<file path="src/design/fbfla_pkg.sv">
// Shared types and codes for the fixed block free list allocator.
// No dependencies; imported by every module of the block.
`default_nettype none
package fbfla_pkg;

  localparam int unsigned IdxW    = 8;
  localparam int unsigned CountW  = 9;
  localparam int unsigned BytesW  = 13;
  localparam int unsigned OffsetW = 20;
  localparam int unsigned TotalW  = 32;
  localparam int unsigned CfgW    = 13;

  localparam logic [BytesW-1:0] MinBlockBytes   = 13'd4;
  localparam logic [BytesW-1:0] MaxBlockBytes   = 13'd4096;
  localparam logic [BytesW-1:0] ResetBlockBytes = 13'd16;

  typedef enum logic {
    MODE_ALLOC = 1'b0,
    MODE_FREE  = 1'b1
  } mode_e;

  typedef enum logic {
    CFG_POOL_BLOCKS = 1'b0,
    CFG_BLOCK_BYTES = 1'b1
  } cfg_idx_e;

  typedef enum logic [1:0] {
    STAT_ALLOC = 2'd0,
    STAT_FREED = 2'd1,
    STAT_EMPTY = 2'd2,
    STAT_BAD   = 2'd3
  } status_e;

  typedef enum logic {
    S_IDLE = 1'b0,
    S_EXEC = 1'b1
  } state_e;

  typedef struct packed {
    logic capture;
    logic exec;
  } cmd_t;

endpackage
`default_nettype wire

</file>
<file path="src/design/fixed_block_free_list_allocator_unit.sv">
// Top level of the fixed block free list allocator.
// Instantiates fbfla_ctrl and fbfla_datapath; uses fbfla_pkg.
//
// Each request is sequenced as follows: start_i is taken while busy_o is low, the
// head's next link is read from the registered next-link memory in the cycle
// after, and the result beat appears on the result ports for one cycle marked
// by done_o; a new start_i is taken in that same cycle. The receiver cannot
// stall, so capture every beat on done_o. free_blocks_o, alloc_total_o and
// free_total_o always show the current counts. Writing pool_blocks relinks
// the pool at once, with no clearing pass; write configuration only when idle.
`default_nettype none
module fixed_block_free_list_allocator_unit #(
  parameter int unsigned POOL_BLOCKS = 256
) (
  input  wire logic                          clk_i,
  input  wire logic                          rst_ni,
  input  wire logic                          start_i,
  output logic                               busy_o,
  input  wire logic                          mode_i,
  input  wire logic [fbfla_pkg::IdxW-1:0]    block_index_i,
  input  wire logic                          cfg_we_i,
  input  wire logic                          cfg_idx_i,
  input  wire logic [fbfla_pkg::CfgW-1:0]    cfg_data_i,
  output logic                               done_o,
  output logic [1:0]                         status_o,
  output logic [fbfla_pkg::IdxW-1:0]         granted_index_o,
  output logic [fbfla_pkg::OffsetW-1:0]      byte_offset_o,
  output logic [fbfla_pkg::CountW-1:0]       free_blocks_o,
  output logic [fbfla_pkg::TotalW-1:0]       alloc_total_o,
  output logic [fbfla_pkg::TotalW-1:0]       free_total_o
);
  import fbfla_pkg::*;

  localparam int unsigned PoolCap = (POOL_BLOCKS < 256) ? POOL_BLOCKS : 256;

  cmd_t cmd;

  fbfla_ctrl u_ctrl (
    .clk_i   (clk_i),
    .rst_ni  (rst_ni),
    .start_i (start_i),
    .cmd_o   (cmd),
    .busy_o  (busy_o)
  );

  fbfla_datapath #(
    .PoolCap (PoolCap)
  ) u_datapath (
    .clk_i           (clk_i),
    .rst_ni          (rst_ni),
    .cmd_i           (cmd),
    .mode_i          (mode_i),
    .block_index_i   (block_index_i),
    .cfg_we_i        (cfg_we_i),
    .cfg_idx_i       (cfg_idx_i),
    .cfg_data_i      (cfg_data_i),
    .done_o          (done_o),
    .status_o        (status_o),
    .granted_index_o (granted_index_o),
    .byte_offset_o   (byte_offset_o),
    .free_blocks_o   (free_blocks_o),
    .alloc_total_o   (alloc_total_o),
    .free_total_o    (free_total_o)
  );

endmodule
`default_nettype wire

</file>
<file path="src/design/fbfla_ctrl.sv">
// Controller of the fixed block free list allocator: sequences one request.
// Depends on fbfla_pkg for the state type and the command struct.
`default_nettype none
module fbfla_ctrl (
  input  wire logic          clk_i,
  input  wire logic          rst_ni,
  input  wire logic          start_i,
  output fbfla_pkg::cmd_t    cmd_o,
  output logic               busy_o
);
  import fbfla_pkg::*;

  state_e state_q, state_d;

  always_ff @(posedge clk_i or negedge rst_ni) begin
    if (!rst_ni) begin
      state_q <= S_IDLE;
    end else begin
      state_q <= state_d;
    end
  end

  always_comb begin
    state_d = state_q;
    unique case (state_q)
      S_IDLE: begin
        if (start_i) begin
          state_d = S_EXEC;
        end
      end
      S_EXEC: begin
        state_d = S_IDLE;
      end
      default: begin
        state_d = S_IDLE;
      end
    endcase
  end

  always_comb begin
    cmd_o  = '0;
    busy_o = 1'b0;
    unique case (state_q)
      S_IDLE: begin
        cmd_o.capture = start_i;
      end
      S_EXEC: begin
        cmd_o.exec = 1'b1;
        busy_o     = 1'b1;
      end
      default: begin
        busy_o = 1'b0;
      end
    endcase
  end

endmodule
`default_nettype wire

</file>
<file path="src/design/fbfla_datapath.sv">
// Datapath of the fixed block free list allocator: next-link memory, list
// head, counters, configuration registers and result registers. Uses fbfla_pkg.
`default_nettype none
module fbfla_datapath #(
  parameter int unsigned PoolCap = 256
) (
  input  wire logic                          clk_i,
  input  wire logic                          rst_ni,
  input  wire fbfla_pkg::cmd_t               cmd_i,
  input  wire logic                          mode_i,
  input  wire logic [fbfla_pkg::IdxW-1:0]    block_index_i,
  input  wire logic                          cfg_we_i,
  input  wire logic                          cfg_idx_i,
  input  wire logic [fbfla_pkg::CfgW-1:0]    cfg_data_i,
  output logic                               done_o,
  output logic [1:0]                         status_o,
  output logic [fbfla_pkg::IdxW-1:0]         granted_index_o,
  output logic [fbfla_pkg::OffsetW-1:0]      byte_offset_o,
  output logic [fbfla_pkg::CountW-1:0]       free_blocks_o,
  output logic [fbfla_pkg::TotalW-1:0]       alloc_total_o,
  output logic [fbfla_pkg::TotalW-1:0]       free_total_o
);
  import fbfla_pkg::*;

  localparam int unsigned AddrW = (PoolCap > 1) ? $clog2(PoolCap) : 1;
  localparam logic [CountW-1:0] CapCount = CountW'(PoolCap);
  localparam int unsigned ProdW = IdxW + BytesW;

  logic [AddrW-1:0] link_mem [PoolCap];
  logic [PoolCap-1:0] link_vld_q;

  logic [CountW-1:0] pool_q;
  logic [BytesW-1:0] bytes_q;
  logic [AddrW-1:0]  head_q, head_d;
  logic [CountW-1:0] free_cnt_q, free_cnt_d;
  logic [TotalW-1:0] alloc_cnt_q, alloc_cnt_d;
  logic [TotalW-1:0] free_tot_q, free_tot_d;

  logic              mode_q;
  logic [IdxW-1:0]   idx_q;
  logic [AddrW-1:0]  rdata_q;
  logic              rvld_q;
  logic [AddrW-1:0]  raddr_q;

  logic              done_q;
  logic [1:0]        status_q, status_d;
  logic [IdxW-1:0]   granted_q, granted_d;
  logic [OffsetW-1:0] offset_q, offset_d;

  logic [CountW-1:0] pool_wr;
  logic [BytesW-1:0] bytes_wr;
  logic [AddrW-1:0]  link_rd;
  logic [CountW-1:0] raddr_inc;
  logic [ProdW-1:0]  product;
  logic              push_ok;
  logic              relink;

  always_comb begin
    pool_wr = cfg_data_i[CountW-1:0];
    if (pool_wr == '0) begin
      pool_wr = CountW'(1);
    end else if (pool_wr > CapCount) begin
      pool_wr = CapCount;
    end
    bytes_wr = cfg_data_i[BytesW-1:0];
    if (bytes_wr < MinBlockBytes) begin
      bytes_wr = MinBlockBytes;
    end else if (bytes_wr > MaxBlockBytes) begin
      bytes_wr = MaxBlockBytes;
    end
  end

  assign relink = cfg_we_i && (cfg_idx_i == CFG_POOL_BLOCKS);

  always_ff @(posedge clk_i or negedge rst_ni) begin
    if (!rst_ni) begin
      pool_q  <= CapCount;
      bytes_q <= ResetBlockBytes;
    end else if (cfg_we_i) begin
      case (cfg_idx_i)
        CFG_POOL_BLOCKS: pool_q  <= pool_wr;
        CFG_BLOCK_BYTES: bytes_q <= bytes_wr;
        default: begin
          pool_q <= pool_q;
        end
      endcase
    end
  end

  always_ff @(posedge clk_i) begin
    if (cmd_i.capture) begin
      mode_q  <= mode_i;
      idx_q   <= block_index_i;
      rdata_q <= link_mem[head_q];
      raddr_q <= head_q;
    end
    if (cmd_i.exec && (mode_q == MODE_FREE) && push_ok) begin
      link_mem[idx_q[AddrW-1:0]] <= head_q;
    end
  end

  always_ff @(posedge clk_i or negedge rst_ni) begin
    if (!rst_ni) begin
      rvld_q <= 1'b0;
    end else if (cmd_i.capture) begin
      rvld_q <= link_vld_q[head_q];
    end
  end

  always_ff @(posedge clk_i or negedge rst_ni) begin
    if (!rst_ni) begin
      link_vld_q <= '0;
    end else if (relink) begin
      link_vld_q <= '0;
    end else if (cmd_i.exec && (mode_q == MODE_FREE) && push_ok) begin
      link_vld_q[idx_q[AddrW-1:0]] <= 1'b1;
    end
  end

  assign raddr_inc = CountW'(raddr_q) + CountW'(1);
  assign link_rd   = rvld_q ? rdata_q
                   : ((raddr_inc < pool_q) ? raddr_inc[AddrW-1:0] : '0);
  assign push_ok   = (CountW'(idx_q) < pool_q) && (free_cnt_q < pool_q);
  assign product   = ProdW'(IdxW'(head_q)) * ProdW'(bytes_q);

  always_comb begin
    head_d      = head_q;
    free_cnt_d  = free_cnt_q;
    alloc_cnt_d = alloc_cnt_q;
    free_tot_d  = free_tot_q;
    status_d    = status_q;
    granted_d   = granted_q;
    offset_d    = offset_q;
    if (relink) begin
      head_d     = '0;
      free_cnt_d = pool_wr;
    end else if (cmd_i.exec) begin
      granted_d = '0;
      offset_d  = '0;
      if (mode_q == MODE_ALLOC) begin
        if (free_cnt_q == '0) begin
          status_d = STAT_EMPTY;
        end else begin
          status_d    = STAT_ALLOC;
          granted_d   = IdxW'(head_q);
          offset_d    = product[OffsetW-1:0];
          head_d      = link_rd;
          free_cnt_d  = free_cnt_q - CountW'(1);
          alloc_cnt_d = alloc_cnt_q + TotalW'(1);
        end
      end else begin
        if (push_ok) begin
          status_d   = STAT_FREED;
          head_d     = idx_q[AddrW-1:0];
          free_cnt_d = free_cnt_q + CountW'(1);
          free_tot_d = free_tot_q + TotalW'(1);
        end else begin
          status_d = STAT_BAD;
        end
      end
    end
  end

  always_ff @(posedge clk_i or negedge rst_ni) begin
    if (!rst_ni) begin
      head_q      <= '0;
      free_cnt_q  <= CapCount;
      alloc_cnt_q <= '0;
      free_tot_q  <= '0;
      done_q      <= 1'b0;
    end else begin
      head_q      <= head_d;
      free_cnt_q  <= free_cnt_d;
      alloc_cnt_q <= alloc_cnt_d;
      free_tot_q  <= free_tot_d;
      done_q      <= cmd_i.exec;
    end
  end

  always_ff @(posedge clk_i) begin
    status_q  <= status_d;
    granted_q <= granted_d;
    offset_q  <= offset_d;
  end

  assign done_o          = done_q;
  assign status_o        = status_q;
  assign granted_index_o = granted_q;
  assign byte_offset_o   = offset_q;
  assign free_blocks_o   = free_cnt_q;
  assign alloc_total_o   = alloc_cnt_q;
  assign free_total_o    = free_tot_q;

endmodule
`default_nettype wire

</file>
<file path="config.mk">
export PLATFORM = sky130hd
export DESIGN_NAME = fixed_block_free_list_allocator_unit
export DESIGN_NICKNAME = d
export VERILOG_FILES = /design/src/design/fbfla_pkg.sv /design/src/design/fixed_block_free_list_allocator_unit.sv /design/src/design/fbfla_ctrl.sv /design/src/design/fbfla_datapath.sv
export SDC_FILE = /design/constraint.sdc
export NUM_CORES = 2
export LEC_CHECK = 0
export ABC_AREA = 1
export BUFFER_PORTS_ARGS = -buffer_cell sky130_fd_sc_hd__buf_2
export CAP_MARGIN = 5
export CORE_MARGIN = 2
export CORE_UTILIZATION = 33
export CTS_CLUSTER_DIAMETER = 150
export CTS_CLUSTER_SIZE = 28
export DETAILED_ROUTE_END_ITERATION = 10
export MAX_ROUTING_LAYER = met4
export SKIP_LAST_GASP = 1
export SLEW_MARGIN = 20
export SYNTH_ARGS = -nofsm -noshare
export SYNTH_HDL_FRONTEND = slang
export SYNTH_SLANG_ARGS = --single-unit
</file>
<file path="constraint.sdc">
create_clock -name clk_i -period 14.58 [get_ports clk_i]
set_clock_uncertainty 0.15 [all_clocks]
set_input_delay 2.187 -clock clk_i [delete_from_list [all_inputs] [get_ports clk_i]]
set_output_delay 2.187 -clock clk_i [all_outputs]
set_load 0.02 [all_outputs]
</file>
==> summary.txt <==
Worst setup path
  – CP Launch Type: flip-flop
  – Instance count on the critical path: 16
  – RR Startpoint: u_datapath.head_q[0]
  – Slowest stage cell, crit path: dfrtp_4
  – Worst R2R Setup Slack: 8.06 ns
  – Reg-to-reg endpoint: u_datapath.rdata_q[7]
  – Crit-path cells: buf_4, buf_4, buf_16, buf_4, buf_4, buf_4, o21ai_0, o22ai_1, nand2_1, nand3_1, nand3_1, nand3_1, nand3_1, nand2_1, nand2_1, nand2_1
  – CP endpoint kind: flip-flop
  – Crit path max fanout: 90
  – Worst setup path category: reg -> reg
  – Max incr delay on CP: slightly above 0.9 ns
  – CP Data Arrival Time: 7.04 ns
  – Worst Path Required: 15.10 ns
  – R2R depth: 16
  – CP Buf/Inv Count: 6
  – Most frequent CP cell: buf_4
  – CP top delay family: buffers and inverters

STA
  – Worst-Margin Slew: 1.22 ns
  – RSZ-0062 raised after global routing: false
  – Final Slew Violations: 0
  – Relative slew slack: a little under a fifth
  – Finish-stage setup viols: 0
  – Setup TNS: 0 ns
  – Tmin final: 6.52 ns
  – Hold Fails Final Rpt: 0
  – Final Cycle Share: 44.7%
  – Max Freq: roughly 150 MHz

Power and ir drop
  – Seq pwr share: a little over half
  – Logic pwr share: between 20% and 30%
  – Sw Share: 34.0%
  – Clock Power Share: between 20 and 25%
  – Power Total: 15.8 mW
  – Power Density: 139 nW/um2
  – Max VDD drop: 0.000110 V
  – Leakage power: 40.8 nW
  – Internal power: 10.4 mW
  – NetSw: 5.37 mW

Run status
  – Status: finished clean

Drt
  – DRT iter0 DRCs: 7,677
  – Final ANT Viol Nets: 0
  – Final WL: 286,000 um
  – Initial DRT Pass Iterations: 8
  – DR WL/cell: 20.8 um
  – Vias per std cell: 5.18
  – Number of remaining DRC errors: 0
  – Vias: 71.3k

Logic synthesis
  – Synth Instances: 9,672
  – Post-synth EDFFs: approximately 2.1k
  – Async S/R FF share, synth: 14.7%
  – Post-synth top area share: 59.6%
  – Synth top area cells: edfxtp_1 60%, dfrtp_1 8.5%, nand2_1 6.5%
  – Cell taking the most area after synthesis: edfxtp_1
  – Unique cell type count in the Yosys netlist: between 40 and 50
  – Cell area after synthesis: 106,000 um2
  – Syn Nets: between 9k and 10k
  – Synth top cells by count: 2,103 x edfxtp_1, 1,839 x nand2_1, 1,195 x nand3_1
  – Synth Flop Type: edfxtp_1
  – Yosys reg bits: 2,465
  – Warnings, synthesis: 0
  – Count leader, synth: edfxtp_1
  – Mean post-synth cell area: 11.0 um2
  – Sequential fraction of the synthesis area: between 60% and 70%

Final layout
  – Synth-to-layout area growth: 6.81%
  – Fillers: around 31k
  – Net count, final: 9,553
  – Post-route non-filler standard cell count: between 10k and 15k
  – Finished Cell Area: 113,000 um2
  – Util after Layout: 35.3%
  – Fraction of final layout cells sized beyond drive strength 1: roughly 4.2%

Global routing
  – Total congestion overflow: 0
  – First-pass GRT wire length: 431,000 um
  – Pin count of the biggest net entering global routing: 243
  – Initial antenna violation count: 8
  – Vias in the first global route: 68.8k
  – GRT Resource Usage Total: 17.5%

Floorplan
  – Die Width: 571 um
  – Num rows: 208
  – Core area: approximately 320,000 um2
  – Die area: 326,000 um2
  – IO Count: roughly 130
  – Starting density of the core: between 30% and 40%
  – Die height: 571 um

Worst hold path
  – Hold path endpoint: u_datapath.alloc_total_o[31]
  – Hold Crit Class: reg -> reg
  – Hold path start: u_datapath.alloc_total_o[31]
  – WHS Path Cells: 1

Clock tree
  – CTS tree: done
  – CTS Sinks: 2,465
  – Total CTS buffers: 98
  – Insertion delay of the later-clocked pin in the worst-skew pair: around 0.80 ns
  – Worst-case clock buffer depth: 3
  – Post-CTS sizing: 0
  – Clock slew at reported path FFs: 0.11 ns
  – Root buffer cell: clkbuf_16
  – Hold buffers post-CTS: 0
  – Post-CTS Setup Bufs: 0
  – H-tree Lvls: 3

Placement
  – Detailed placement HPWL: 168,000 um
  – Gpl congestion: slightly above 0.9
  – Buffers on Ports: between 100 and 150
  – Placed cell areas: 110,000 um2
  – Placed cells: 13.6k

Flow run
  – Max-cap violation count: 0
## cells by family (layout without fill, tap and decap cells)
family,after synthesis,after routing,synth area share (%)
simple gates,4084,4084,16.1
buf+inv,1337,1119,5.16
xor+xnor,73,73,0.603
fa+ha+maj,138,138,2.10
compound gates,1575,1575,7.94
flops,2465,2465,68.2
other cells,0,4,0
## worst register-to-register path, delay by kind of cell (launching register included)
family                 cells  cell delay (ns)
AO/OA/AOI/OAI              2             0.44
flip-flops                 1             0.93
buffers and inverters      6             4.03
AND/OR/NAND/NOR            8             0.84
## through the flow
stage	hold WS (ns)	worst slack [ns]
floorplan	0.298	6.16
finish	0.320	8.06
global route	0.341	7.56
CTS	0.325	7.90
global placement	0.300	8.01
detailed placement	0.306	7.93
## final cells by class
class / instances / area, um2 / area share, %
clock buffer: 158 / 2700 / 2.38
sequential: 2465 / 72200 / 63.8
multi-input combinational: 5870 / 28400 / 25.1
inverter: 719 / 2740 / 2.42
antenna: 4 / 10.0 / 0.00884
timing repair buffer: 234 / 1570 / 1.38
tap: 4305 / 5390 / 4.76
clock inverter: 8 / 143 / 0.126
## per-layer routing
| layer | routed length [um] | GRT usage [%] | vias to the layer above |
|---|---|---|---|
| met4 | 10200 | 5.85 | 0 |
| li1 | - | - | 32800 |
| met3 | 18900 | 2.05 | 405 |
| met2 | 138000 | 28.6 | 2505 |
| met5 | 0 | - | - |
| met1 | 119000 | 22.7 | 35600 |
## power groups by stage
stage	Sequential [mW]	Clock (mW)	Combinational, mW
floorplan	8.65	0	2.39
global placement	8.47	0	3.95
detailed placement	8.47	0	4.00
CTS	8.31	3.52	4.00
global route	8.33	3.75	4.40
finish	8.32	3.45	4.02
## cells in the final DEF, fill, tap and decap left out, drive strengths merged, types with 2 or more instances in the layout
cell type / count
clkbuf: 158
nor3b: 3
o211ai: 3
dfrtp: 359
xnor2: 22
o2111ai: 3
fa: 66
a21oi: 368
nor2: 975
nand3b: 2
buf: 234
nor3: 36
ha: 72
a21o: 2
a21boi: 2
or2: 2
nand3: 1195
o21a: 2
diode: 4
clkinv: 7
o32ai: 3
nand2: 1839
edfxtp: 2103
inv: 720
o22ai: 357
o21ai: 821
nor4: 12
xor2: 51
nand4: 19
dfstp: 3
o21bai: 2
o31ai: 8
## state kept, by name, indices dropped and copies added (netlist names), 2 cells and up
name / count
u_datapath.free_blocks_o: 9
u_datapath.pool_q: 9
u_datapath.status_o: 2
u_datapath.granted_index_o: 8
u_datapath.rdata_q: 8
u_datapath.link_vld_q: 256
u_datapath.raddr_q: 8
u_datapath.alloc_total_o: 32
u_datapath.head_q: 8
u_datapath.bytes_q: 13
u_datapath.link_mem: 2048
u_datapath.byte_offset_o: 20
u_datapath.free_total_o: 32
u_datapath.idx_q: 8
## worst max path at each step
stage                                   endpoint  slack, ns                  from
floorplan           u_datapath.byte_offset_o[16]       6.16  u_datapath.head_q[2]
global placement           u_datapath.rdata_q[7]       8.01  u_datapath.head_q[0]
detailed placement         u_datapath.rdata_q[6]       7.93  u_datapath.head_q[0]
CTS                        u_datapath.rdata_q[0]       7.90  u_datapath.head_q[0]
global route               u_datapath.rdata_q[7]       7.56  u_datapath.head_q[0]
finish                     u_datapath.rdata_q[7]       8.06  u_datapath.head_q[0]
Power figures use the tool's default switching activity.
